--- config.mk ---
export PLATFORM = sky130hd
export DESIGN_NAME = grvm_fifo
export DESIGN_NICKNAME = d
export VERILOG_FILES = /design/src/hdl/grid_ray_vertical_march_assert.svh /design/src/hdl/grvm_pkg.sv /design/src/hdl/grvm_fifo.sv
export SDC_FILE = /design/constraint.sdc
export NUM_CORES = 1
export LEC_CHECK = 0
export BUFFER_PORTS_ARGS = -buffer_cell sky130_fd_sc_hd__buf_2
export CAP_MARGIN = 20
export CORE_MARGIN = 2
export CORE_UTILIZATION = 58
export CTS_BUF_LIST = sky130_fd_sc_hd__clkbuf_8
export DETAILED_ROUTE_END_ITERATION = 16
export PLACE_DENSITY_LB_ADDON = 0.25
export SETUP_SLACK_MARGIN = 0.1
export SYNTH_ARGS = -nofsm -noshare
export SYNTH_HDL_FRONTEND = slang
export SYNTH_SLANG_ARGS = --single-unit
--- constraint.sdc ---
create_clock -name clk -period 4.21 [get_ports clk]
set_clock_uncertainty 0.15 [all_clocks]
set_input_delay 0.421 -clock clk [delete_from_list [all_inputs] [get_ports clk]]
set_output_delay 0.421 -clock clk [all_outputs]
set_load 0.01 [all_outputs]
--- src/hdl/grid_ray_vertical_march_assert.svh ---
// ----------------------------------------------------------------------------
// Assertion macros for the vertical-boundary ray march block
// Concurrent checks that vanish when SYNTHESIS is defined.
// ----------------------------------------------------------------------------
`ifndef GRID_RAY_VERTICAL_MARCH_ASSERT_SVH
`define GRID_RAY_VERTICAL_MARCH_ASSERT_SVH

`ifndef SYNTHESIS

// Same-cycle implication check.
`define GRVM_ASSERT(name, clk, rst_n, ante, cons) \
	name: assert property (@(posedge clk) disable iff (!rst_n) (ante) |-> (cons)) \
		else $error("grvm assertion failed");

// Next-cycle implication check.
`define GRVM_ASSERT_NEXT(name, clk, rst_n, ante, cons) \
	name: assert property (@(posedge clk) disable iff (!rst_n) (ante) |=> (cons)) \
		else $error("grvm assertion failed");

`else

`define GRVM_ASSERT(name, clk, rst_n, ante, cons)
`define GRVM_ASSERT_NEXT(name, clk, rst_n, ante, cons)

`endif

`endif

--- src/hdl/grvm_pkg.sv ---
// ----------------------------------------------------------------------------
// grvm_pkg
// Shared constants and types of the vertical-boundary ray march block.
// ----------------------------------------------------------------------------
package grvm_pkg;

	localparam int MAP_DIM    = 64;
	localparam int ANGLE_BITS = 12;
	localparam int MAP_AW     = $clog2(MAP_DIM);
	localparam int DIM_W      = $clog2(MAP_DIM + 1);
	localparam int COL_W      = 10;
	localparam int QW         = 19;
	localparam int FIFO_DEPTH = 4;
	localparam int FIFO_AW    = $clog2(FIFO_DEPTH);
	localparam int CFG_IW     = 1;
	localparam int CFG_DW     = 7;

	localparam logic [CFG_IW-1:0] REG_MAP_ROWS = 1'd0;
	localparam logic [CFG_IW-1:0] REG_MAP_COLS = 1'd1;

	localparam logic [23:0] DIST_MAX = 24'hFFFFFF;

	// One classified item as it waits between front and back.
	typedef struct packed {
		logic                    is_write;
		logic                    in_grid;
		logic [MAP_AW-1:0]       wr_row;
		logic [MAP_AW-1:0]       wr_col;
		logic                    wr_open;
		logic                    cos_zero;
		logic                    right;
		logic                    down;
		logic [16:0]             ca;
		logic [16:0]             sa;
		logic [8:0]              x0;
		logic signed [COL_W-1:0] col0;
		logic [13:0]             pos_y;
	} op_t;

	typedef struct packed {
		logic empty;
		logic full;
	} fifo_stat_t;

	typedef struct packed {
		logic pop;
		logic pop_cast;
		logic busy;
		logic res_load;
	} back_stat_t;

	typedef struct packed {
		logic [DIM_W-1:0] rows;
		logic [DIM_W-1:0] cols;
	} map_cfg_t;

endpackage

--- src/hdl/grvm_fifo.sv ---
// ----------------------------------------------------------------------------
// grvm_fifo
// Short queue of classified items between front and back.
// ----------------------------------------------------------------------------
module grvm_fifo (
	input  logic                 clk,
	input  logic                 arst_n,
	input  logic                 push,
	input  grvm_pkg::op_t        din,
	input  logic                 pop,
	output grvm_pkg::op_t        dout,
	output grvm_pkg::fifo_stat_t stat
);
	import grvm_pkg::*;

	op_t                store_q [FIFO_DEPTH];
	logic [FIFO_AW-1:0] wr_ptr_q;
	logic [FIFO_AW-1:0] rd_ptr_q;
	logic [FIFO_AW:0]   count_q;

	assign dout       = store_q[rd_ptr_q];
	assign stat.empty = (count_q == '0);
	assign stat.full  = (count_q == (FIFO_AW + 1)'(FIFO_DEPTH));

	always_ff @(posedge clk) begin
		if (push) begin
			store_q[wr_ptr_q] <= din;
		end
	end

	always_ff @(posedge clk or negedge arst_n) begin
		if (!arst_n) begin
			wr_ptr_q <= '0;
			rd_ptr_q <= '0;
			count_q  <= '0;
		end else begin
			if (push) begin
				wr_ptr_q <= wr_ptr_q + FIFO_AW'(1);
			end
			if (pop) begin
				rd_ptr_q <= rd_ptr_q + FIFO_AW'(1);
			end
			if (push && !pop) begin
				count_q <= count_q + (FIFO_AW + 1)'(1);
			end else if (pop && !push) begin
				count_q <= count_q - (FIFO_AW + 1)'(1);
			end
		end
	end

endmodule

# Word-level counts from Yosys, hierarchy flattened
# Memories as Yosys holds them, arrays and structs flattened.
# Index checks and enable logic that the tools add are counted.
[word_totals]
regBits = 7
ramBits = 340
in_bits = 89
output_inout_bits = 87
wordCells = 19
mem_count = 1
[op_classes]
add_sub_neg = 4
eq_ne = 1
n_mux = 4
n_reduce_logical = 6
[mem_list]
columns = ["memory", "words", "width", "read_ports", "rd_clocked_by_memory_dff", "wr", "line", "text"]
rows = [
  ["store_q", 4, 85, 1, 0, 1, "grvm_fifo.sv:16", "op_t store_q [FIFO_DEPTH];"],
]
[ops]
columns = ["op", "n"]
rows = [
  ["$mux W3", 2],
  ["$add A2 B1 Y2 const B", 2],
  ["$add A3 B1 Y3 const B", 1],
  ["$eq A3 B3 Y1 const B", 1],
  ["$logic_not A3 Y1", 1],
  ["$sub A3 B1 Y3 const B", 1],
  ["$logic_and A1 B1 Y1", 2],
  ["$logic_not A1 Y1", 2],
  ["$mux W1", 2],
  ["$reduce_bool A2 Y1", 1],
]

# Logic depth before layout (Yosys ltp)
# Gate-level depths: netlist (run 1).
[logic_depth]
word_depth = 4
ltp_mapped = 7
mapped_depth_nobuf = 7

# Least setup slack after synthesis (run 1)
# Ideal clock, no wire load.
[synth_path]
path_kind = "reg2reg"
startpoint = "register wr_ptr_q[0]"
endpoint = "memory store_q[2][0] in the netlist's numbering (enable)"
t_arrival_ns = 2.591
required_ns = 3.607
setup_slack_ns = 1.016
stages_incl_launch_ff = 4
synth_period_minus_slack_ns = 3.194
cell_sequence = "dfrtp_1 -> inv_1 -> ha_1 -> and2_1"
[synth_rtl]
columns = ["item", "line", "text"]
rows = [
  ["start: declaration", "grvm_fifo.sv:17", "logic [FIFO_AW-1:0] wr_ptr_q;"],
  ["start signal: assignment", "grvm_fifo.sv:38", "wr_ptr_q <= wr_ptr_q + FIFO_AW'(1);"],
  ["end: declaration", "grvm_fifo.sv:16", ""],
]
# Straight into the memory's write port.

==> impl_metrics.toml, run 1 <==
[timing]
setup_violations = 0
timing.fmax_ghz = 0.307
max_slew_margin_pct = 42.0
slew_viol_final = 0
setup_slack_ns = 0.958
tightestPinTransition_ns = 0.870
period_minus_slack_ns = 3.25
rsz0062_at_grt = "no"
period_share_pct = 77.3
holdWs_ns = 0.0559
setup_tns_ns = 0
hold_viol = 0

[layout]
drive_above_1_share_pct = 41.0
syn_to_final_growth_pct = 23.5
n_fill_cell = 1266
antennaDiodeCount = 0
post-route-util_pct = 72.4
final_cell_count_no_fill = 1111
finalNetCount = 885
final-seq-area_sq_um = 10400
layout.cell_area.non_filler_sq_um = 15700
multiInputGateArea_sq_um = 2120

[worst_setup_path]
cp.required_ns = 3.64
cp_top_family = "flip-flops"
crit_start = "rd_ptr_q[0]"
worstSetupPathType = "reg2out"
crit_buf_inv = 2
path_cells = "buf_4 -> mux4_2 -> buf_2"
end_kind = "output port"
cp_slowest_cell = "dfrtp_4"
critPathMaxStageDelay_ns = 0.98
crit_arrival_ns = 2.68
start_kind = "flop"
timing.rr.start = "wr_ptr_q[0]"
cp_max_fo = 41

[placed_design]
detailed_place_hpwl_microns = 13800
dp.cells = 929
port_buffers = 175
post-place-ws_ns = 1.46
finalWeightedCongestion = 0.732
placed_cell_area_sq_um = 13900

[clocking]
cts_resized = 0
cts_buffers = 52
clock_sinks = 347
cts_buffer_depth = 3
clock_insertion_delay_worst_skew_ns = 0.54
clk_pin_slew_worst_paths_ns = 0.06
htreeDepth = 2
root_buffer = "clkbuf_8"
cts_tree = "built"

[route]
wl_microns = 23700
drt_pass1_iterations = 5
drt_drc_violations_left = 0
drt_iter0_drc = 402
ant_nets = 0
route.vias.total = 6108
viasPerCell = 5.50
wl_per_cell_microns = 21.3

[power_and_ir_drop]
finalPower_mw = 10.1
ir_worst_vdd_v = 0.000432
leakage_nw = 5.54
p_per_area_nw_per_um2 = 646

[synth]
syn_area_sq_um = 12700
synth-seq-cells = 347
synth_cells = 479
synth-async-reset-ratio_pct = 2.02
ys.flop_type = "edfxtp_1"
yosys_warnings = 0
synth_edf_count = 340
avgSynthCellArea_sq_um = 26.5
ys_seq_area_share_pct = 81.9
syn-num-nets = 574
synth_cell_type_count = 21

[die]
die_width_microns = 152
die_area_sq_um = 23100
start_util_pct = 58.6
core_area_sq_um = 21600
rows = 54
die_h_microns = 152
io-pin-count = 176

[grt]
grt_usage_pct = 20.9
grt_max_degree = 57
grt_pass1_wl_microns = 37100
overflow = 0
grt_pass1_vias = 6826
grt_antenna_before_repair = 0

[outcome]
status = "complete, no violations"

[run]
drv_cap = 0

[min_path]
hold_start = "push"
holdCritPathClass = "in2reg"
## cell usage in the layout, fill, tap and decap left out, types with 2 or more instances in the layout
cell | Yosys | routed
edfxtp_1 | 340 | 340
buf_2 | 9 | 175
dlygate4sd3_1 | 0 | 87
mux4_2 | 85 | 85
clkbuf_8 | 0 | 53
inv_1 | 4 | 24
clkinv_1 | 0 | 16
buf_4 | 3 | 15
ha_1 | 5 | 5
clkinv_2 | 0 | 5
dfrtp_1 | 7 | 5
and2_4 | 0 | 4
xor2_1 | 4 | 4
xnor2_1 | 2 | 2
nand2_1 | 2 | 2
dfrtp_4 | 0 | 2
## worst paths after layout
kind                                   to  slack (ns)  cells past startpoint
min                           wr_ptr_q[0]        0.06                      2
max reg2reg                store_q[2][28]        1.95                      4
min in group asynchronous      count_q[2]        0.10                      2
max                              dout[60]        0.96                      3
min reg2reg                    count_q[2]        0.38                      1
max in group asynchronous     rd_ptr_q[0]        3.62                      2
## logic make-up (layout without fill, tap and decap cells)
family                   after synthesis  after routing  share of synthesized area (%)
multiplexers                          86             86                           15.2
XOR/XNOR                               6              6                          0.414
AND/OR/NAND/NOR                        9              9                          0.385
flip-flops                           347            347                           81.9
buffers and inverters                 24            376                           1.42
adder cells (fa/ha/maj)                6              6                          0.651
AO/OA/AOI/OAI                          1              1                         0.0394
## worst reg2reg max path: cells and delay by family, from the launching register on
family	cells	cell delay, ns
adders and majority gates	1	0.15
buffers and inverters	2	0.53
DFF	1	0.43
and+or+nand+nor	1	0.67
## Yosys cell counts (all sizes together) (2+ instances only)
master	n	share of area (%)
xor2	4	0.28
clkbuf	3	0.089
edfxtp	340	81
dfrtp	7	1.4
and2	4	0.20
nand2	2	0.059
xnor2	2	0.14
mux4	85	15
inv	4	0.12
buf	17	1.2
ha	5	0.49
## report_power, final
group	internal (mW)	switching [mW]	leakage (nW)
Combinational	1.40	1.40	1.79
Sequential	4.52	0.393	3.20
Clock	1.23	1.17	0.546
Total	7.15	2.97	5.54
## cell type report
type                    count  area share (%)
multi-input cells         108            13.6
flip-flops and latches    347            66.4
well taps                 280            2.24
repair buffers            277            11.9
inverters                   4          0.0959
clock inverters            42            1.21
clock buffers              53            4.66
## sequential cells by signal (all words and copies together) (netlist names)
signal    count
count_q       3
rd_ptr_q      2
store_q     340
wr_ptr_q      2
## metal layers
metal  global-route usage, %  vias up  share of wire, %
met5                       0        -                 0
met4                    6.63        0               2.0
met3                    4.62       39               5.9
met2                    34.8      231                51
met1                    28.2     3147                41
li1                        -     2691                 -
## what timing repair did
item                                   4_1_cts  5_1_grt
buffers inserted                             0        0
endpoints found under the hold margin      349        0
setup endpoints to repair                    0        0
hold buffers                                87        0
(Power assumes the default switching activity.)
==> run 2, diff against run 1 <==
ABC_AREA = 1   (was default)
clock period = 3 ns   (was 4.21 ns; I/O delays follow)
==> run 2 against run 1 <==
Net effect: final cell count increased by 52%; utilization is 1.3 points lower; clock power rose by 45%; non-clock buffer count grew 5; critical path depth grew 2; first-iteration DRC count increased by 36%; sequential power up 36%; count of clock-buffer cells in the layout grew 7; power grew 57%; combinational power up 110%.
==> impl_metrics.toml, run 2 <==
[outcome]
status = "complete, no violations"

[clocking]
cts_tree = "built"
htreeDepth = 2
clock_sinks = 347
clk_pin_slew_worst_paths_ns = 0.06
cts_buffer_depth = 3
cts_setup_buffers = 0
cts_buffers = 54
cts_resized = 0
clock_insertion_delay_worst_skew_ns = 0.55
root_buffer = "clkbuf_8"

[placed_design]
placed_cell_area_sq_um = 15400
post-place-ws_ns = 0.892
port_buffers = 175
finalWeightedCongestion = 0.730
detailed_place_hpwl_microns = 15400

[synth]
yosys-top-cells-area = "edfxtp_1 71%, nand2_1 7.0%, o211ai_2 6.3%"
synthTopCellsByCount = "340 x edfxtp_1, 268 x nand2_1, 181 x inv_1"
synth_edf_count = 340
syn-num-nets = 1135
synth-seq-cells = 347
synth.largest_area_cell = "edfxtp_1"
synth_cells = 1040
synth_cell_type_count = 19
ys_seq_area_share_pct = 72.4
yosys_warnings = 0
synth_top_area_share_pct = 71.2
synth_most_common_cell = "edfxtp_1"
syn_area_sq_um = 14300
ys.flop_type = "edfxtp_1"
avgSynthCellArea_sq_um = 13.8
synth-async-reset-ratio_pct = 2.02

[timing]
hold_viol = 0
setup_tns_ns = 0
setup_slack_ns = 0.371
slew_viol_final = 0
timing.fmax_ghz = 0.380
period_share_pct = 87.6
period_minus_slack_ns = 2.63
setup_violations = 0
tightestPinTransition_ns = 0.592
rsz0062_at_grt = "no"
max_slew_margin_pct = 60.4
holdWs_ns = 0.341

[layout]
reg_top3 = "store_q (340), count_q (3)"
post-route-util_pct = 71.1
largest_reg_flops = 340
mostFrequentLayoutCells = "340 x edfxtp_1, 268 x nand2_1, 205 x inv_1, 175 x buf_2, 98 x o211ai_1"
drive_above_1_share_pct = 24.6
n_fill_cell = 1619
layout_commonest_cell = "edfxtp_1"
syn_to_final_growth_pct = 20.5
layout.cell_area.non_filler_sq_um = 17300
finalNetCount = 1415
largest-register = "store_q"

[die]
io-pin-count = 176
die_area_sq_um = 26000
die_width_microns = 161
rows = 57
start_util_pct = 59.0
die_h_microns = 161
core_area_sq_um = 24300

[worst_setup_path]
crit_arrival_ns = 2.18
worstSetupPathType = "reg2out"
cp_max_fo = 40
start_kind = "flop"
end_kind = "output port"
cp.required_ns = 2.55

[power_and_ir_drop]
netSwitchingFraction_pct = 35.6
p_int_mw = 10.2
ir_worst_vdd_v = 0.000579
pwr-share-clk_pct = 21.9
p_sw_mw = 5.67
combinationalPowerShare_pct = 36.1
pwr-share-seq_pct = 42.0
leakage_nw = 7.12
p_per_area_nw_per_um2 = 920

[grt]
overflow = 0
grt_pass1_vias = 8570
grt_antenna_before_repair = 1
grt_max_degree = 86
grt_usage_pct = 21.0
grt_pass1_wl_microns = 43000

[route]
drt_pass1_iterations = 5
drt_drc_violations_left = 0
ant_nets = 0
wl_per_cell_microns = 16.1
wl_microns = 27100
viasPerCell = 5.02
route.vias.total = 8477
drt_iter0_drc = 547

[min_path]
holdCritPathClass = "in2reg"

[run]
drv_cap = 0
run 2: cell count changes in the layout (fill, tap and decap cells not counted), sizes merged, moves of 2 or more:
| cell | change |
|---|---|
| clkinvlp | +3 |
| inv | +183 |
| mux4 | -85 |
| and2 | -4 |
| o211ai | +170 |
| clkinv | -10 |
| clkbuf | +7 |
| buf | +3 |
| nand2 | +266 |
| dlygate4sd3 | +2 |
run 2: worst max-delay path, stage by stage, from the launching register on:
cell	delay, ns
dfrtp_4	0.71
buf_4	0.46
nand2_1	0.13
o211ai_2	0.08
nand2_1	0.09
buf_2	0.15
run 2: power by group through the flow:
stage	combinational, mW	clock, mW	sequential [mW]
after floorplan	4.15	0	6.67
after detailed placement	5.72	0	6.78
final	5.74	3.48	6.68
after global routing	6.35	3.80	6.76
after global placement	5.62	0	6.74
after CTS	5.84	3.58	6.69
run 2: cell type report:
type,count,area [sq um],share of cell area (%)
Timing Repair Buffer,282,2030,11.7
Multi-Input combinational cell,453,2790,16.1
Clock inverter,39,150,0.868
Inverter,182,699,4.05
Clock buffer,60,826,4.78
Tap cell,324,405,2.34
Antenna cell,1,2.50,0.0145
Sequential cell,347,10400,60.1
run 2: what timing repair did:
action	4_1_cts	5_1_grt
hold buffers	89	0
setup endpoints to repair	0	0
hold endpoints to repair	351	0
run 2: final timing paths:
check,start,to,slack [ns],cells past startpoint
min in group asynchronous,arst_n,wr_ptr_q[1],0.55,3
hold / removal,din[42],store_q[2][42],0.34,2
max in group asynchronous,arst_n,rd_ptr_q[1],1.87,3
setup / recovery,rd_ptr_q[0],dout[59],0.37,5
hold reg to reg,count_q[2],count_q[2],0.37,2
setup reg to reg,wr_ptr_q[0],store_q[1][32],0.89,4
run 2: cells by family (layout without fill, tap and decap cells):
kind of cell	count (synthesis)	count (layout)	share of synthesized area [%]
AOI/OAI and AO/OA	171	171	11.4
xor gates and xnor gates	4	4	0.244
adders and majority gates	6	6	0.576
buffers and inverters	240	563	8.20
DFF	347	347	72.4
other	0	1	0
and+or+nand+nor	272	272	7.16
run 2: layer usage:
metal | vias up | track usage [%] | share of wire [%]
met5 | - | 0 | 0
met2 | 198 | 36.3 | 50
met4 | 0 | 5.28 | 1.2
met1 | 4061 | 27.7 | 43
li1 | 4190 | - | -
met3 | 28 | 4.37 | 5.5
run 2: through the flow:
step           cells  total power, mW
2_1_floorplan   1040             10.8
3_3_place_gp    1499             12.4
3_5_place_dp    1499             12.5
4_1_cts         1687             16.1
5_1_grt         1688             16.9
6_report        1688             15.9
==> run 3, diff against run 2 <==
--- a/config.mk
+++ b/config.mk
@@ -10,5 +10,5 @@
 export CAP_MARGIN = 20
 export CORE_MARGIN = 2
-export CORE_UTILIZATION = 58
+export CORE_UTILIZATION = 48
 export CTS_BUF_LIST = sky130_fd_sc_hd__clkbuf_8
 export DETAILED_ROUTE_END_ITERATION = 16
==> constraint.sdc (replaced) <==
create_clock -name clk -period 3 [get_ports clk]
set_clock_uncertainty 0.15 [all_clocks]
set_input_delay 0.6 -clock clk [delete_from_list [all_inputs] [get_ports clk]]
set_output_delay 0.6 -clock clk [all_outputs]
set_load 0.01 [all_outputs]
==> run 3 against run 2 <==
Net effect: non-clock buffer count down 77; count of clock-buffer cells in the layout shrank 1; critical endpoint is now dout[69]; register-to-register slack better by 0.06 ns; global-route usage fell by 3.8 points; setup slack lost 0.13 ns.
==> impl_metrics.toml, run 3 (synthesis gave the netlist of run 2 again) <==
[outcome]
status = "complete, no violations"

[route]
viasPerCell = 4.89
drt_iter0_drc = 414
ant_nets = 0
wl_per_cell_microns = 16.2
wl_microns = 27200
drt_pass1_iterations = 5
route.vias.total = 8210
drt_drc_violations_left = 0

[grt]
grt_pass1_vias = 7925
grt_antenna_before_repair = 6
overflow = 0
grt_pass1_wl_microns = 41400
grt_usage_pct = 17.2
grt_max_degree = 102

[timing]
period_share_pct = 92.1
setup_violations = 0
holdWs_ns = 0.0932
period_minus_slack_ns = 2.76
max_slew_margin_pct = 56.3
timing.fmax_ghz = 0.362
tightestPinTransition_ns = 0.655
hold_viol = 0
setup_slack_ns = 0.237
setup_tns_ns = 0
slew_viol_final = 0
rsz0062_at_grt = "no"

[power_and_ir_drop]
p_per_area_nw_per_um2 = 965
netSwitchingFraction_pct = 35.7
ir_worst_vdd_v = 0.000685
combinationalPowerShare_pct = 36.8
pwr-share-clk_pct = 21.9
leakage_nw = 6.81
p_sw_mw = 5.74
finalPower_mw = 16.1
p_int_mw = 10.3
pwr-share-seq_pct = 41.3

[die]
start_util_pct = 48.5
core_area_sq_um = 29600
die_area_sq_um = 31300
die_width_microns = 177
rows = 63
die_h_microns = 177
io-pin-count = 176

[clocking]
cts_tree = "built"
cts_buffer_depth = 3
root_buffer = "clkbuf_8"
cts_buffers = 56
clock_insertion_delay_worst_skew_ns = 0.56
clock_sinks = 347
clk_pin_slew_worst_paths_ns = 0.06
htreeDepth = 2

[min_path]
holdCritPathClass = "in2reg"

[layout]
layout_commonest_cell = "edfxtp_1"
largest-register = "store_q"
multiInputGateArea_sq_um = 2790
finalNetCount = 1340
syn_to_final_growth_pct = 16.2
largest_reg_flops = 340
post-route-util_pct = 56.4
reg_top3 = "store_q (340), count_q (3)"
drive_above_1_share_pct = 27.2
mostFrequentLayoutCells = "340 x edfxtp_1, 268 x nand2_1, 197 x inv_1, 175 x buf_2, 98 x o211ai_1"
final-seq-area_sq_um = 10400
n_fill_cell = 2504

[worst_setup_path]
end_kind = "output port"
start_kind = "flop"
crit_arrival_ns = 2.01
cp_max_fo = 101
cp.required_ns = 2.25
worstSetupPathType = "reg2out"

[placed_design]
port_buffers = 175
post-place-ws_ns = 0.593
detailed_place_hpwl_microns = 16000
finalWeightedCongestion = 0.692

[run]
drv_cap = 0
run 3: cell types whose count changed in the layout (fill, tap and decap cells not counted), moves of 4 or more:
cell and change:
dlygate4sd3_1 -88, inv_1 -8, clkinv_1 +6, buf_12 +5, clkinv_2 +5, buf_4 +4
run 3: path summary, 6_finish.rpt:
path | from | to | cells after the start | slack [ns]
max in group asynchronous | arst_n | rd_ptr_q[1] | 2 | 2.24
worst max register to register | wr_ptr_q[0] | store_q[3][16] | 4 | 0.95
worst min register to register | count_q[2] | count_q[2] | 2 | 0.36
worst min-delay path | din[19] | store_q[0][19] | 1 | 0.09
worst max-delay path | rd_ptr_q[0] | dout[69] | 5 | 0.24
min in group asynchronous | arst_n | count_q[2] | 2 | 0.26
run 3: stage by stage:
step	std cells	area, sq um
final	1679	16700
after global routing	1679	16700
after CTS	1673	16600
after detailed placement	1570	15600
after global placement	1570	15600
after floorplan	1040	14400
run 3: per-layer routing:
metal | vias up | GRT usage (%) | part of all wire (%)
met5 | - | 0 | 0.26
met4 | 10 | 5.44 | 2.0
met3 | 51 | 4.34 | 5.7
met2 | 188 | 29.6 | 50
met1 | 3920 | 21.5 | 42
li1 | 4041 | - | -
run 3: final cells by class:
| class | count | area share (%) |
|---|---|---|
| Sequential cell | 347 | 62.4 |
| Timing Repair Buffer | 205 | 7.89 |
| Tap cell | 390 | 2.93 |
| Clock buffer | 59 | 4.87 |
| Inverter | 182 | 4.20 |
| Multi-Input combinational cell | 453 | 16.7 |
| Antenna cell | 1 | 0.0150 |
| Clock inverter | 42 | 1.01 |
run 3: power by group through the flow:
stage | Combinational, mW | Clock [mW] | Sequential (mW)
6_report | 5.92 | 3.52 | 6.64
5_1_grt | 6.57 | 3.84 | 6.70
4_1_cts | 5.99 | 3.64 | 6.66
3_5_place_dp | 5.92 | 0 | 6.78
3_3_place_gp | 5.84 | 0 | 6.75
2_1_floorplan | 4.16 | 0 | 6.67
run 3: repair_timing:
| item | CTS | global route |
|---|---|---|
| endpoints found under the hold margin | 7 | 0 |
| setup buffers | 1 | 5 |
| pin swaps | 0 | 0 |
| hold buffers | 1 | 0 |
| endpoints found under the setup margin | 54 | 41 |
| resized for setup | 1 | 0 |
run 3: critical path, stage by stage, from the launching register on:
cell	delay [ns]
dfrtp_4	0.54
buf_16	0.37
nand2_1	0.15
o211ai_1	0.12
nand2_1	0.09
buf_2	0.14
