<file path="config.mk">
export PLATFORM = sky130hd
export DESIGN_NAME = grvm_front_flat
export DESIGN_NICKNAME = d
export VERILOG_FILES = /design/src/hdl/grid_ray_vertical_march_assert.svh /design/src/hdl/grvm_pkg.sv /design/src/hdl/grvm_ifs.sv /design/src/hdl/grvm_front.sv /design/src/flat_wrapper.sv
export SDC_FILE = /design/constraint.sdc
export NUM_CORES = 1
export LEC_CHECK = 0
export ABC_AREA = 1
export BUFFER_PORTS_ARGS = -buffer_cell sky130_fd_sc_hd__buf_2
export CAP_MARGIN = 20
export CORE_MARGIN = 5
export CORE_UTILIZATION = 60
export DETAILED_ROUTE_END_ITERATION = 10
export PLACE_DENSITY = 0.82
export SLEW_MARGIN = 20
export SYNTH_ARGS = -nofsm -noshare
export SYNTH_HDL_FRONTEND = slang
export SYNTH_SLANG_ARGS = --single-unit
</file>
<file path="constraint.sdc">
create_clock -name vclk -period 10.78
set_input_delay 0.539 -clock vclk [all_inputs]
set_output_delay 0.539 -clock vclk [all_outputs]
set_load 0.02 [all_outputs]
</file>
<file path="src/hdl/grid_ray_vertical_march_assert.svh">
// ----------------------------------------------------------------------------
// Assertion macros for the vertical-boundary ray march block
// Concurrent checks that vanish when SYNTHESIS is defined.
// ----------------------------------------------------------------------------
`ifndef GRID_RAY_VERTICAL_MARCH_ASSERT_SVH
`define GRID_RAY_VERTICAL_MARCH_ASSERT_SVH

`ifndef SYNTHESIS

// Same-cycle implication check.
`define GRVM_ASSERT(name, clk, rst_n, ante, cons) \
	name: assert property (@(posedge clk) disable iff (!rst_n) (ante) |-> (cons)) \
		else $error("grvm assertion failed");

// Next-cycle implication check.
`define GRVM_ASSERT_NEXT(name, clk, rst_n, ante, cons) \
	name: assert property (@(posedge clk) disable iff (!rst_n) (ante) |=> (cons)) \
		else $error("grvm assertion failed");

`else

`define GRVM_ASSERT(name, clk, rst_n, ante, cons)
`define GRVM_ASSERT_NEXT(name, clk, rst_n, ante, cons)

`endif

`endif

</file>
<file path="src/hdl/grvm_pkg.sv">
// ----------------------------------------------------------------------------
// grvm_pkg
// Shared constants and types of the vertical-boundary ray march block.
// ----------------------------------------------------------------------------
package grvm_pkg;

	localparam int MAP_DIM    = 64;
	localparam int ANGLE_BITS = 12;
	localparam int MAP_AW     = $clog2(MAP_DIM);
	localparam int DIM_W      = $clog2(MAP_DIM + 1);
	localparam int COL_W      = 10;
	localparam int QW         = 19;
	localparam int FIFO_DEPTH = 4;
	localparam int FIFO_AW    = $clog2(FIFO_DEPTH);
	localparam int CFG_IW     = 1;
	localparam int CFG_DW     = 7;

	localparam logic [CFG_IW-1:0] REG_MAP_ROWS = 1'd0;
	localparam logic [CFG_IW-1:0] REG_MAP_COLS = 1'd1;

	localparam logic [23:0] DIST_MAX = 24'hFFFFFF;

	// One classified item as it waits between front and back.
	typedef struct packed {
		logic                    is_write;
		logic                    in_grid;
		logic [MAP_AW-1:0]       wr_row;
		logic [MAP_AW-1:0]       wr_col;
		logic                    wr_open;
		logic                    cos_zero;
		logic                    right;
		logic                    down;
		logic [16:0]             ca;
		logic [16:0]             sa;
		logic [8:0]              x0;
		logic signed [COL_W-1:0] col0;
		logic [13:0]             pos_y;
	} op_t;

	typedef struct packed {
		logic empty;
		logic full;
	} fifo_stat_t;

	typedef struct packed {
		logic pop;
		logic pop_cast;
		logic busy;
		logic res_load;
	} back_stat_t;

	typedef struct packed {
		logic [DIM_W-1:0] rows;
		logic [DIM_W-1:0] cols;
	} map_cfg_t;

endpackage

</file>
<file path="src/hdl/grvm_ifs.sv">
// ----------------------------------------------------------------------------
// grvm channel interfaces
// Command, result and register-write channels with valid/ready handshake.
// ----------------------------------------------------------------------------
interface grvm_cmd_if;
	import grvm_pkg::*;
	logic                  valid;
	logic                  ready;
	logic                  kind;
	logic [5:0]            cell_row;
	logic [5:0]            cell_col;
	logic                  cell_open;
	logic [13:0]           pos_x;
	logic [13:0]           pos_y;
	logic [ANGLE_BITS-1:0] angle;

	modport source (output valid, kind, cell_row, cell_col, cell_open, pos_x, pos_y, angle,
		input ready);
	modport sink (input valid, kind, cell_row, cell_col, cell_open, pos_x, pos_y, angle,
		output ready);
endinterface


</file>
<file path="src/hdl/grvm_front.sv">
// ----------------------------------------------------------------------------
// grvm_front
// Accepts commands, looks up sine and cosine and classifies each item.
// ----------------------------------------------------------------------------
module grvm_front (
	grvm_cmd_if.sink          cmd,
	input  grvm_pkg::fifo_stat_t fifo_stat,
	output logic              push,
	output grvm_pkg::op_t     op
);
	import grvm_pkg::*;

	localparam int QTW = ANGLE_BITS - 1;

	localparam logic [16:0] SINE_TAB [17] = '{
		17'd0, 17'd6424, 17'd12785, 17'd19024, 17'd25080, 17'd30893, 17'd36410,
		17'd41576, 17'd46341, 17'd50660, 17'd54491, 17'd57798, 17'd60547,
		17'd62714, 17'd64277, 17'd65220, 17'd65536
	};

	// Sine of a quarter-turn offset, Q1.16, linear interpolation of the table.
	function automatic logic [16:0] sine_quarter(input logic [QTW-1:0] t);
		logic [16:0] u;
		logic [4:0]  i;
		logic [11:0] f;
		logic [16:0] diff;
		logic [29:0] prod;
		u = 17'({t, {(18 - ANGLE_BITS){1'b0}}});
		i = u[16:12];
		f = u[11:0];
		if (i >= 5'd16) begin
			return SINE_TAB[16];
		end
		diff = SINE_TAB[i + 5'd1] - SINE_TAB[i];
		prod = 30'(diff) * 30'(f);
		return SINE_TAB[i] + 17'(prod >> 12);
	endfunction

	logic [1:0]     quad;
	logic [QTW-1:0] r_off;
	logic [QTW-1:0] r_comp;
	logic [16:0]    sin_r;
	logic [16:0]    sin_c;

	assign quad   = cmd.angle[ANGLE_BITS-1 -: 2];
	assign r_off  = QTW'(cmd.angle[ANGLE_BITS-3:0]);
	assign r_comp = {1'b1, {(QTW - 1){1'b0}}} - r_off;
	assign sin_r  = sine_quarter(r_off);
	assign sin_c  = sine_quarter(r_comp);

	assign cmd.ready = !fifo_stat.full;
	assign push      = cmd.valid && !fifo_stat.full;

	always_comb begin
		op          = '0;
		op.is_write = !cmd.kind;
		op.in_grid  = (int'(cmd.cell_row) < MAP_DIM) && (int'(cmd.cell_col) < MAP_DIM);
		op.wr_row   = MAP_AW'(cmd.cell_row);
		op.wr_col   = MAP_AW'(cmd.cell_col);
		op.wr_open  = cmd.cell_open;
		op.cos_zero = quad[0] && (r_off == '0);
		op.ca       = quad[0] ? sin_r : sin_c;
		op.sa       = quad[0] ? sin_c : sin_r;
		op.right    = (quad == 2'd0) || (quad == 2'd3);
		op.down     = quad[1];
		op.pos_y    = cmd.pos_y;
		if (op.right) begin
			op.col0 = $signed(COL_W'(cmd.pos_x[13:8])) + COL_W'(1);
			op.x0   = 9'd256 - 9'(cmd.pos_x[7:0]);
		end else begin
			op.col0 = $signed(COL_W'(cmd.pos_x[13:8])) - COL_W'(1);
			op.x0   = 9'(cmd.pos_x[7:0]);
		end
	end

endmodule

</file>
<file path="src/flat_wrapper.sv">
// flat-port wrapper written by rule: the top's interface ports become plain ports
module grvm_front_flat import grvm_pkg::*;
  (fifo_stat, push, op, cmd_valid, cmd_kind, cmd_cell_row, cmd_cell_col, cmd_cell_open, cmd_pos_x, cmd_pos_y, cmd_angle, cmd_ready);
  grvm_cmd_if cmd_i ();
  input  grvm_pkg::fifo_stat_t fifo_stat;
  output logic push;
  output grvm_pkg::op_t op;
  input wire logic [$bits(cmd_i.valid)-1:0] cmd_valid;
  input wire logic [$bits(cmd_i.kind)-1:0] cmd_kind;
  input wire logic [$bits(cmd_i.cell_row)-1:0] cmd_cell_row;
  input wire logic [$bits(cmd_i.cell_col)-1:0] cmd_cell_col;
  input wire logic [$bits(cmd_i.cell_open)-1:0] cmd_cell_open;
  input wire logic [$bits(cmd_i.pos_x)-1:0] cmd_pos_x;
  input wire logic [$bits(cmd_i.pos_y)-1:0] cmd_pos_y;
  input wire logic [$bits(cmd_i.angle)-1:0] cmd_angle;
  output wire logic [$bits(cmd_i.ready)-1:0] cmd_ready;
  assign cmd_i.valid = cmd_valid;
  assign cmd_i.kind = cmd_kind;
  assign cmd_i.cell_row = cmd_cell_row;
  assign cmd_i.cell_col = cmd_cell_col;
  assign cmd_i.cell_open = cmd_cell_open;
  assign cmd_i.pos_x = cmd_pos_x;
  assign cmd_i.pos_y = cmd_pos_y;
  assign cmd_i.angle = cmd_angle;
  assign cmd_ready = cmd_i.ready;
  grvm_front u_core (.cmd(cmd_i), .fifo_stat(fifo_stat), .push(push), .op(op));
endmodule
</file>
# After elaboration in Yosys (flattened, before gate mapping)
# Memories as Yosys holds them, arrays and structs flattened.
# Cells that the tools add are included.
[word_totals]
regBits = 0
latch_bits = 0
mem_bits_rw = 0
mem_bits_ro = 2176
out_inout_bits = 87
word_cells = 51
memories = 4
[mem_list]
columns = ["name", "words", "word_bits", "read_ports", "rd_ports_with_merged_regs", "wr", "line_no", "rtl"]
rows = [
  ["(name not given)", 32, 17, 1, 0, 0, "grvm_front.sv:34", "diff = SINE_TAB[i + 5'd1] - SINE_TAB[i];"],
  ["(name not given)", 32, 17, 1, 0, 0, "grvm_front.sv:34", ""],
  ["(name not given)", 32, 17, 1, 0, 0, "grvm_front.sv:34", ""],
  ["(name not given)", 32, 17, 1, 0, 0, "grvm_front.sv:34", ""],
]
[classes]
n_addsub = 10
multipliers = 2
div_mod_pow = 0
n_lt_le_gt_ge = 6
eq_ne = 1
shift = 0
muxes = 17
n_bitwise = 4
n_reduce_logical = 7
[ops]
columns = ["operator", "count"]
rows = [
  ["$mux W17", 14],
  ["$mul A17 B6 Y23", 2],
  ["$add A17 B17 Y17", 2],
  ["$sub A17 B17 Y17", 2],
  ["$ge A6 B6 Y1 const B", 4],
  ["$mux W19", 1],
  ["$not A5 Y6", 3],
  ["$logic_not A11 Y1", 1],
  ["$sub A11 B10 Y11 const A", 1],
  ["$sub A9 B8 Y9 const A", 1],
  ["$add A6 B1 Y7 const B", 1],
  ["$sub A6 B1 Y7 const B", 1],
  ["$not A4 Y6", 1],
  ["$add A4 B1 Y5 const B", 1],
  ["$add A5 B1 Y5 const B", 1],
  ["$ge A4 B5 Y1 const B", 1],
  ["$ge A5 B5 Y1 const B", 1],
  ["$eq A2 B2 Y1 const B", 1],
  ["$logic_and A1 B1 Y1", 2],
  ["$logic_not A1 Y1", 2],
  ["$logic_not A2 Y1", 1],
  ["$mux W1", 2],
  ["$logic_or A1 B1 Y1", 1],
]

# Longest topological paths before layout
# Gate-level depths: netlist of run 1.
[logic_depth]
ltp_word = 11
ltp_mapped = 58

# Least setup slack after synthesis of run 1
# Ideal clock, no wire load.
[synth_path]
path_kind = "input to output"
from = "input cmd_angle[0]"
to = "output op[45] (netlist name)"
arrival_ns = 9.043
slack_ns = 1.198
cell_stages = 48
n_path_buf = 2
cell_sequence = "buf_4 inv_2 buf_1 ha_1 nand2_4 nor2_8 nand3_4 xor2_4 inv_4 ha_1 ha_1 nor2_1 inv_1 o21ai_0 nand2_1 nand3_1 ha_1 inv_1 [... 12 more ...] fa_1 inv_1 ha_1 a21oi_1 o21ai_0 inv_1 o21ai_0 a21oi_1 xnor2_1 ha_1 a21oi_1 a21boi_0 nand2_1 nand2_1 nand2_1 a21oi_1 o21ai_0 o21ai_0"
[synth_rtl]
columns = ["element", "line_no", "rtl"]
rows = [
  ["from (decl)", "flat_wrapper.sv:15", "input wire logic [$bits(cmd_i.angle)-1:0] cmd_angle;"],
  ["to (decl)", "flat_wrapper.sv:7", "output grvm_pkg::op_t op;"],
]

==> impl_metrics.csv, run 1 <==
group,metric,value,unit
run_status,status,"finished, final reports clean",
worst_setup_path,worst-path-stages,45,
synth,synth_commonest_cells,"471 x nand2_1, 363 x inv_1, 236 x nor2_1",
placed_design,gp_congestion,0.990,
synth,ys_types,57,
grt,grt_pass1_wl,60400,um
die,die_x,155,um
worst_setup_path,worstPathArrival,9.67,ns
routing,first_iter_violations,1330,
synth,syn_nets,2365,
worst_setup_path,path_delay_family,"adder cells",
timing,setup_viol,0,
final_layout,nNetsFinal,2388,
routing,avgRoutedWirePerCell,15.9,um
die,fp.coreArea,20800,um2
routing,wl_met2,16100,um
synth,syn-cell-area,12600,um2
grt,grt_max_degree,38,
timing,fmax,97.9,MHz
final_layout,nClkBuffers,0,
synth,seq_area_frac_synth,0,
worst_setup_path,critPathLaunch,"cmd_angle[6]",
placed_design,portBuffers,88,
timing,slew_headroom,0.460,
worst_setup_path,critPathMostFrequentCell,"nand2_1",
final_layout,regArea,0,um2
hold_path,hold_start,"cmd_pos_y[2]",
worst_setup_path,crit_path_end_kind,"output pin",
die,die-area,24000,um2
placed_design,placed_cell_area,13000,um2
worst_setup_path,cpPeakStageDelay,0.55,ns
placed_design,dp_hpwl,31800,um
timing,hold_viol,0,
grt,grt_antenna_before_repair,3,
worst_setup_path,cp_data_required_time,10.24,ns
synth,synth-simple-area-share,0.320,
timing,fin_crit_sh,0.947,
routing,postRouteAntennaNets,0,
synth,synth_area_leader_cell,"fa_1",
worst_setup_path,crit_fanout,14,
routing,finalWirelength,37100,um
routing,vias,13103,
synth,synthCells,2037,
final_layout,n_sequential_cell,0,
die,io_pins,144,
timing,maxSlewViolCount,0,
synth,synth_warnings,0,
routing,post-route-drc-count,0,
synth,synth_xor_area_frac,0.0467,
synth,synth_top_family_by_area,"adder cells",
routing,highest_layer,"met5",
clock_tree,hold_buffers,0,
final_layout,fill_cells,2075,
routing,viasPerCell,5.62,
hold_path,min-delay-path-class,"in -> out",
timing,fin_crit,10.21,ns
routing,m1WireLength,16700,um
synth,muxShareOfSynthArea,0,
timing,worst_pin_slew,0.805,ns
final_layout,multi_input_area,10700,um2
synth,synth_fa_ha_area_frac,0.343,
worst_setup_path,slowest_stage,"fa_1",
grt,grt_pass1_vias,12328,
worst_setup_path,cp_num_buf_inv,8,
final_layout,drive_gt1_frac,0.0831,
grt,grt_overflow_total,0,
synth,post_synth.cell_area_avg,6.19,um2
synth,yosys.area.top_type_share,0.197,
die,rows,53,
synth,synthMostInstantiatedCell,"nand2_1",
timing,hold_slack,1.08,ns
final_layout,antenna_cells,0,
final_layout,utilization,0.624,
routing,drt_pre_antenna_iters,9,
synth,synth-compound-area-share,0.135,
job,cap_viol_max_count,0,
worst_setup_path,critPathCapture,"op[49]",
worst_setup_path,crit_type,"in -> out",
synth,synth_area_leaders,"fa_1 20%, ha_1 15%, nand2_1 14%",
routing,wl_met3,3620,um
final_layout,syn_to_final_growth,3.17,%
die,initial_utilization,0.605,
worst_setup_path,startpoint_type,"input pin",
final_layout,final_area,13000,um2
grt,grt_usage,0.303,
die,die_h,155,um
metal layers:
metal	vias up	GRT usage
met5	-	0
met4	6	0.0576
met3	60	0.0484
met2	561	0.476
met1	6044	0.443
li1	6432	-
cells by family (layout without fill, tap and decap cells):
logic type | count (synthesis) | after routing
XOR/XNOR | 65 | 65
buffers and inverters | 457 | 478
AO/OA/AOI/OAI | 302 | 302
AND/OR/NAND/NOR | 941 | 941
other | 1 | 1
adder cells (fa/ha/maj) | 271 | 271
what timing repair did:
| action | in CTS | in global routing |
|---|---|---|
| setup endpoints to repair | 0 | 7 |
| buffers inserted | 0 | 0 |
| gates resized for setup | 0 | 8 |
worst min path at each step:
stage           endpoint  depth (start not counted)
3_5_place_dp       op[5]                          0
2_1_floorplan  cmd_ready                          1
3_3_place_gp       op[5]                          0
6_report           op[2]                          0
5_1_grt           op[10]                          0
4_1_cts            op[5]                          0
layout by cell type (no fill, tap or decap), drive strengths merged:
| cell type | Yosys | routed |
|---|---|---|
| a211oi | 11 | 11 |
| a21boi | 4 | 4 |
| a21o | 10 | 10 |
| a21oi | 121 | 121 |
| a221oi | 1 | 1 |
| a22oi | 1 | 1 |
| a31oi | 8 | 8 |
| and2 | 1 | 1 |
| and3 | 1 | 1 |
| buf | 56 | 98 |
| clkbuf | 22 | 1 |
| clkinv | 7 | 7 |
| conb | 1 | 1 |
| fa | 124 | 124 |
| ha | 147 | 147 |
| inv | 372 | 372 |
| nand2 | 481 | 481 |
| nand3 | 147 | 147 |
| nand3b | 6 | 6 |
| nand4 | 18 | 18 |
| nor2 | 247 | 247 |
| nor3 | 20 | 20 |
| nor3b | 3 | 3 |
| nor4 | 3 | 3 |
| o211ai | 3 | 3 |
| o21a | 2 | 2 |
| o21ai | 120 | 120 |
| o21bai | 14 | 14 |
| o221ai | 1 | 1 |
| o22ai | 5 | 5 |
| o31ai | 1 | 1 |
| or2 | 14 | 14 |
| xnor2 | 17 | 17 |
| xor2 | 48 | 48 |
final cells by class:
cell class,instances,area share
inverters,379,0.111
multi-input cells,1580,0.823
well taps,275,0.0265
repair buffers,99,0.0404
through the flow:
stage	setup slack, ns	cells	setup TNS (ns)
2_1_floorplan	1.20	2037	0
3_3_place_gp	0.672	2333	0
6_report	0.569	2333	0
3_5_place_dp	0.535	2333	0
5_1_grt	-0.0386	2333	-0.0615
4_1_cts	0.499	2333	0
Power of run 1 is left out: the tool's default activity adds up to more than one toggle a clock period on the data nets, which glitch-free logic cannot reach.
==> run 2: changes to the inputs <==
--- a/config.mk
+++ b/config.mk
@@ -9,10 +9,9 @@
 export BUFFER_PORTS_ARGS = -buffer_cell sky130_fd_sc_hd__buf_2
 export CAP_MARGIN = 20
 export CORE_MARGIN = 5
-export CORE_UTILIZATION = 60
+export CORE_UTILIZATION = 50
 export DETAILED_ROUTE_END_ITERATION = 10
-export PLACE_DENSITY = 0.82
-export SLEW_MARGIN = 20
+export PLACE_DENSITY = 0.7
 export SYNTH_ARGS = -nofsm -noshare
 export SYNTH_HDL_FRONTEND = slang
 export SYNTH_SLANG_ARGS = --single-unit
==> run 2 against run 1 <==
  * Setup slack gained 0.18 ns
  * Count of clock-buffer cells in the layout is the same
  * Via count about the same
  * Sequential share of layout area did not move
  * Design area rose by 0.56%
  * Critical path type unchanged
  * Die area grew 19%
  * Largest cell class unchanged
  * Flip-flop and latch count unchanged
  * Global-route usage is 4.4 points lower
  * Routed wire length grew 2.6%
  * Fmax is 1.8% higher
==> impl_metrics.csv, run 2 (synthesis results as in run 1) <==
group,metric,value,unit
run_status,status,"finished, final reports clean",
timing,fin_crit,10.03,ns
worst_setup_path,startpoint_type,"input pin",
worst_setup_path,crit_type,"in -> out",
worst_setup_path,crit_fanout,7,
timing,rsz0062_at_grt,"no",
grt,grt_pass1_wl,61000,um
grt,grt_pass1_vias,12262,
die,rows,58,
grt,grt_antenna_before_repair,0,
clock_tree,hold_buffers,0,
grt,grt_max_degree,38,
timing,setup_ws,0.749,ns
worst_setup_path,slowest_stage,"fa_1",
die,fp.coreArea,25000,um2
hold_path,min-delay-path-class,"in -> out",
final_layout,fill_cells,2673,
die,io_pins,144,
hold_path,min_path_cells,0,
routing,viasPerCell,5.47,
placed_design,dp_hpwl,32800,um
die,die_h,169,um
placed_design,gp_congestion,0.969,
timing,fin_crit_sh,0.930,
final_layout,n_sequential_cell,0,
routing,highest_layer,"met4",
final_layout,drive_gt1_frac,0.0839,
final_layout,syn_to_final_growth,3.74,%
hold_path,min_to,"op[0]",
worst_setup_path,critPathMostFrequentCell,"nand2_1",
hold_path,hold_start,"cmd_pos_y[0]",
routing,avgRoutedWirePerCell,15.9,um
routing,vias,13096,
final_layout,antenna_cells,0,
routing,drt_pre_antenna_iters,5,
placed_design,portBuffers,88,
timing,worst_pin_slew,0.782,ns
die,die-area,28500,um2
timing,slew_headroom,0.475,
routing,postRouteAntennaNets,0,
final_layout,nNetsFinal,2393,
timing,maxSlewViolCount,0,
worst_setup_path,cpPeakStageDelay,0.55,ns
routing,finalWirelength,38100,um
routing,wl_met3,3110,um
job,cap_viol_max_count,0,
timing,finalSetupTns,0,ns
timing,hold_viol,0,
routing,m1WireLength,17800,um
final_layout,mostFrequentLayoutCells,"470 x nand2_1, 363 x inv_1, 235 x nor2_1",
die,die_x,169,um
routing,wl_met2,16600,um
grt,grt_overflow_total,0,
timing,setup_viol,0,
routing,post-route-drc-count,0,
timing,fmax,99.7,MHz
final_layout,regArea,0,um2
die,initial_utilization,0.505,
placed_design,pre_cts_slack,0.581,ns
grt,grt_usage,0.258,
final_layout,nClkBuffers,0,
final_layout,final_common_cell,"nand2_1",
routing,first_iter_violations,985,
worst_setup_path,cp_data_required_time,10.24,ns
worst_setup_path,worstPathArrival,9.49,ns
worst_setup_path,crit_path_end_kind,"output pin",
run 2: cell type report:
| class | instances | area (um2) | area share |
|---|---|---|---|
| multi-input cells | 1580 | 10700 | 0.815 |
| inverters | 379 | 1440 | 0.110 |
| repair buffers | 104 | 561 | 0.0429 |
| well taps | 330 | 413 | 0.0316 |
run 2: how the worst max path moves through the flow:
stage            startpoint  endpoint  slack [ns]
2_1_floorplan  cmd_angle[0]    op[45]        1.20
3_3_place_gp   cmd_angle[1]    op[66]        0.64
3_5_place_dp   cmd_angle[1]    op[49]        0.58
4_1_cts        cmd_angle[1]    op[49]        0.53
5_1_grt        cmd_angle[1]    op[49]        0.01
6_report       cmd_angle[1]    op[66]        0.75
run 2: critical path: cells and delay by family:
kind	cells	cell delay (ns)
compound gates	9	1.74
fa+ha+maj	10	3.81
simple gates	15	1.60
buf+inv	12	1.22
xor+xnor	3	0.59
run 2: repair_timing:
item,in CTS,in global routing
resized for setup,0,4
endpoints found under the setup margin,0,9
buffers inserted,0,2
run 2: metal layers:
metal | up-vias | GRT usage
met5 | - | 0
met1 | 6084 | 0.384
met3 | 49 | 0.0189
li1 | 6427 | -
met4 | 0 | 0.0353
met2 | 536 | 0.423
run 2: metrics by stage:
step / utilization / instance area, um2 / cells / hold WS [ns]
2_1_floorplan: - / 12600 / 2037 / 1.15
3_3_place_gp: 0.523 / 13000 / 2391 / 1.08
3_5_place_dp: 0.523 / 13000 / 2391 / 1.08
4_1_cts: 0.523 / 13000 / 2391 / 1.08
5_1_grt: 0.524 / 13100 / 2393 / 1.08
6_report: 0.524 / 13100 / 2393 / 1.08
Power of run 2 is left out for the same reason.
==> run 3: changes to the inputs <==
--- a/config.mk
+++ b/config.mk
@@ -12,6 +12,7 @@
 export CORE_UTILIZATION = 50
 export DETAILED_ROUTE_END_ITERATION = 10
 export PLACE_DENSITY = 0.7
+export REMOVE_ABC_BUFFERS = 1
 export SYNTH_ARGS = -nofsm -noshare
 export SYNTH_HDL_FRONTEND = slang
 export SYNTH_SLANG_ARGS = --single-unit
==> run 3 against run 2 <==
  * Sequential share of layout area unchanged
  * Core utilization decreased by 0.095 points
  * Worst hold slack about the same
  * Largest cell class unchanged
  * Critical path type unchanged
  * Highest routed layer unchanged
==> impl_metrics.csv, run 3 (synthesis results as in run 1) <==
group,metric,value,unit
routing,vias,12942,
routing,drt_pre_antenna_iters,7,
final_layout,final_common_cell,"nand2_1",
timing,setup_viol,0,
die,initial_utilization,0.505,
timing,fin_crit_sh,0.940,
final_layout,fill_cells,2647,
worst_setup_path,crit_fanout,14,
worst_setup_path,path_delay_family,"adder cells",
final_layout,regArea,0,um2
grt,grt_overflow_total,0,
grt,grt_max_degree,38,
timing,finalSetupTns,0,ns
die,io_pins,144,
final_layout,n_sequential_cell,0,
final_layout,drive_gt1_frac,0.0826,
routing,viasPerCell,5.42,
routing,postRouteAntennaNets,0,
worst_setup_path,slowest_stage,"fa_1",
grt,grt_antenna_before_repair,0,
die,rows,58,
timing,fmax,98.6,MHz
clock_tree,hold_buffers,0,
worst_setup_path,crit_path_end_kind,"output pin",
routing,avgRoutedWirePerCell,16.0,um
final_layout,nClkBuffers,0,
final_layout,nNetsFinal,2389,
die,die_x,169,um
final_layout,antenna_cells,0,
worst_setup_path,worstPathArrival,9.60,ns
run_status,status,"finished, final reports clean",
placed_design,portBuffers,88,
placed_design,gp_congestion,0.983,
routing,post-route-drc-count,0,
timing,slew_headroom,0.506,
timing,hold_viol,0,
routing,first_iter_violations,918,
grt,grt_pass1_wl,63100,um
final_layout,syn_to_final_growth,3.56,%
placed_design,dp_hpwl,33000,um
hold_path,min-delay-path-class,"in -> out",
die,die-area,28500,um2
worst_setup_path,crit_type,"in -> out",
hold_path,min_path_cells,0,
final_layout,mostFrequentLayoutCells,"470 x nand2_1, 363 x inv_1, 235 x nor2_1",
worst_setup_path,critPathLaunch,"cmd_angle[7]",
worst_setup_path,cp_data_required_time,10.24,ns
worst_setup_path,startpoint_type,"input pin",
die,fp.coreArea,25000,um2
die,die_h,169,um
job,cap_viol_max_count,0,
timing,rsz0062_at_grt,"no",
timing,fin_crit,10.14,ns
worst_setup_path,worst-path-stages,44,
grt,grt_usage,0.265,
routing,finalWirelength,38300,um
worst_setup_path,critPathCapture,"op[62]",
worst_setup_path,cpPeakStageDelay,0.55,ns
grt,grt_pass1_vias,12824,
timing,maxSlewViolCount,0,
timing,worst_pin_slew,0.736,ns
worst_setup_path,cp_num_buf_inv,10,
[run 3: how the worst min path moves through the flow]
stage,to,from,slack (ns)
global route,op[1],cmd_pos_y[1],1.08
detailed placement,op[0],cmd_pos_y[0],1.08
floorplan,op[0],cmd_pos_y[0],1.08
finish,op[0],cmd_pos_y[0],1.08
global placement,op[0],cmd_pos_y[0],1.08
CTS,op[0],cmd_pos_y[0],1.08
[run 3: per-layer routing]
metal  up-vias  track usage  routed length, um  share of wire
li1       6438            -                  -              -
met1      6049        0.332              16400           0.43
met2       370        0.476              18700           0.49
met3        85       0.0229               1620          0.042
met4         0       0.0924               1660          0.043
met5         -      0.00522                  0              0
[run 3: cell type report]
class / count / area (um2) / area share
multi-input combinational: 1580 / 10700 / 0.817
inverter: 379 / 1440 / 0.110
tap: 330 / 413 / 0.0316
timing repair buffer: 100 / 531 / 0.0407
[run 3: timing repair]
| action | in CTS | in global routing |
|---|---|---|
| setup buffers | 0 | 1 |
| setup endpoints to repair | 0 | 18 |
| gates resized for setup | 0 | 5 |
[run 3: stage by stage]
| step | cells | util | setup slack (ns) | area, um2 | hold WS [ns] |
|---|---|---|---|---|---|
| final | 2389 | 0.523 | 0.643 | 13000 | 1.08 |
| after global routing | 2389 | 0.523 | 0.0298 | 13000 | 1.08 |
| after CTS | 2388 | 0.522 | 0.477 | 13000 | 1.08 |
| after detailed placement | 2388 | 0.522 | 0.483 | 13000 | 1.08 |
| after global placement | 2388 | 0.522 | 0.621 | 13000 | 1.08 |
| after floorplan | 1959 | - | 1.48 | 12100 | 1.08 |
Power of run 3 is left out for the same reason.
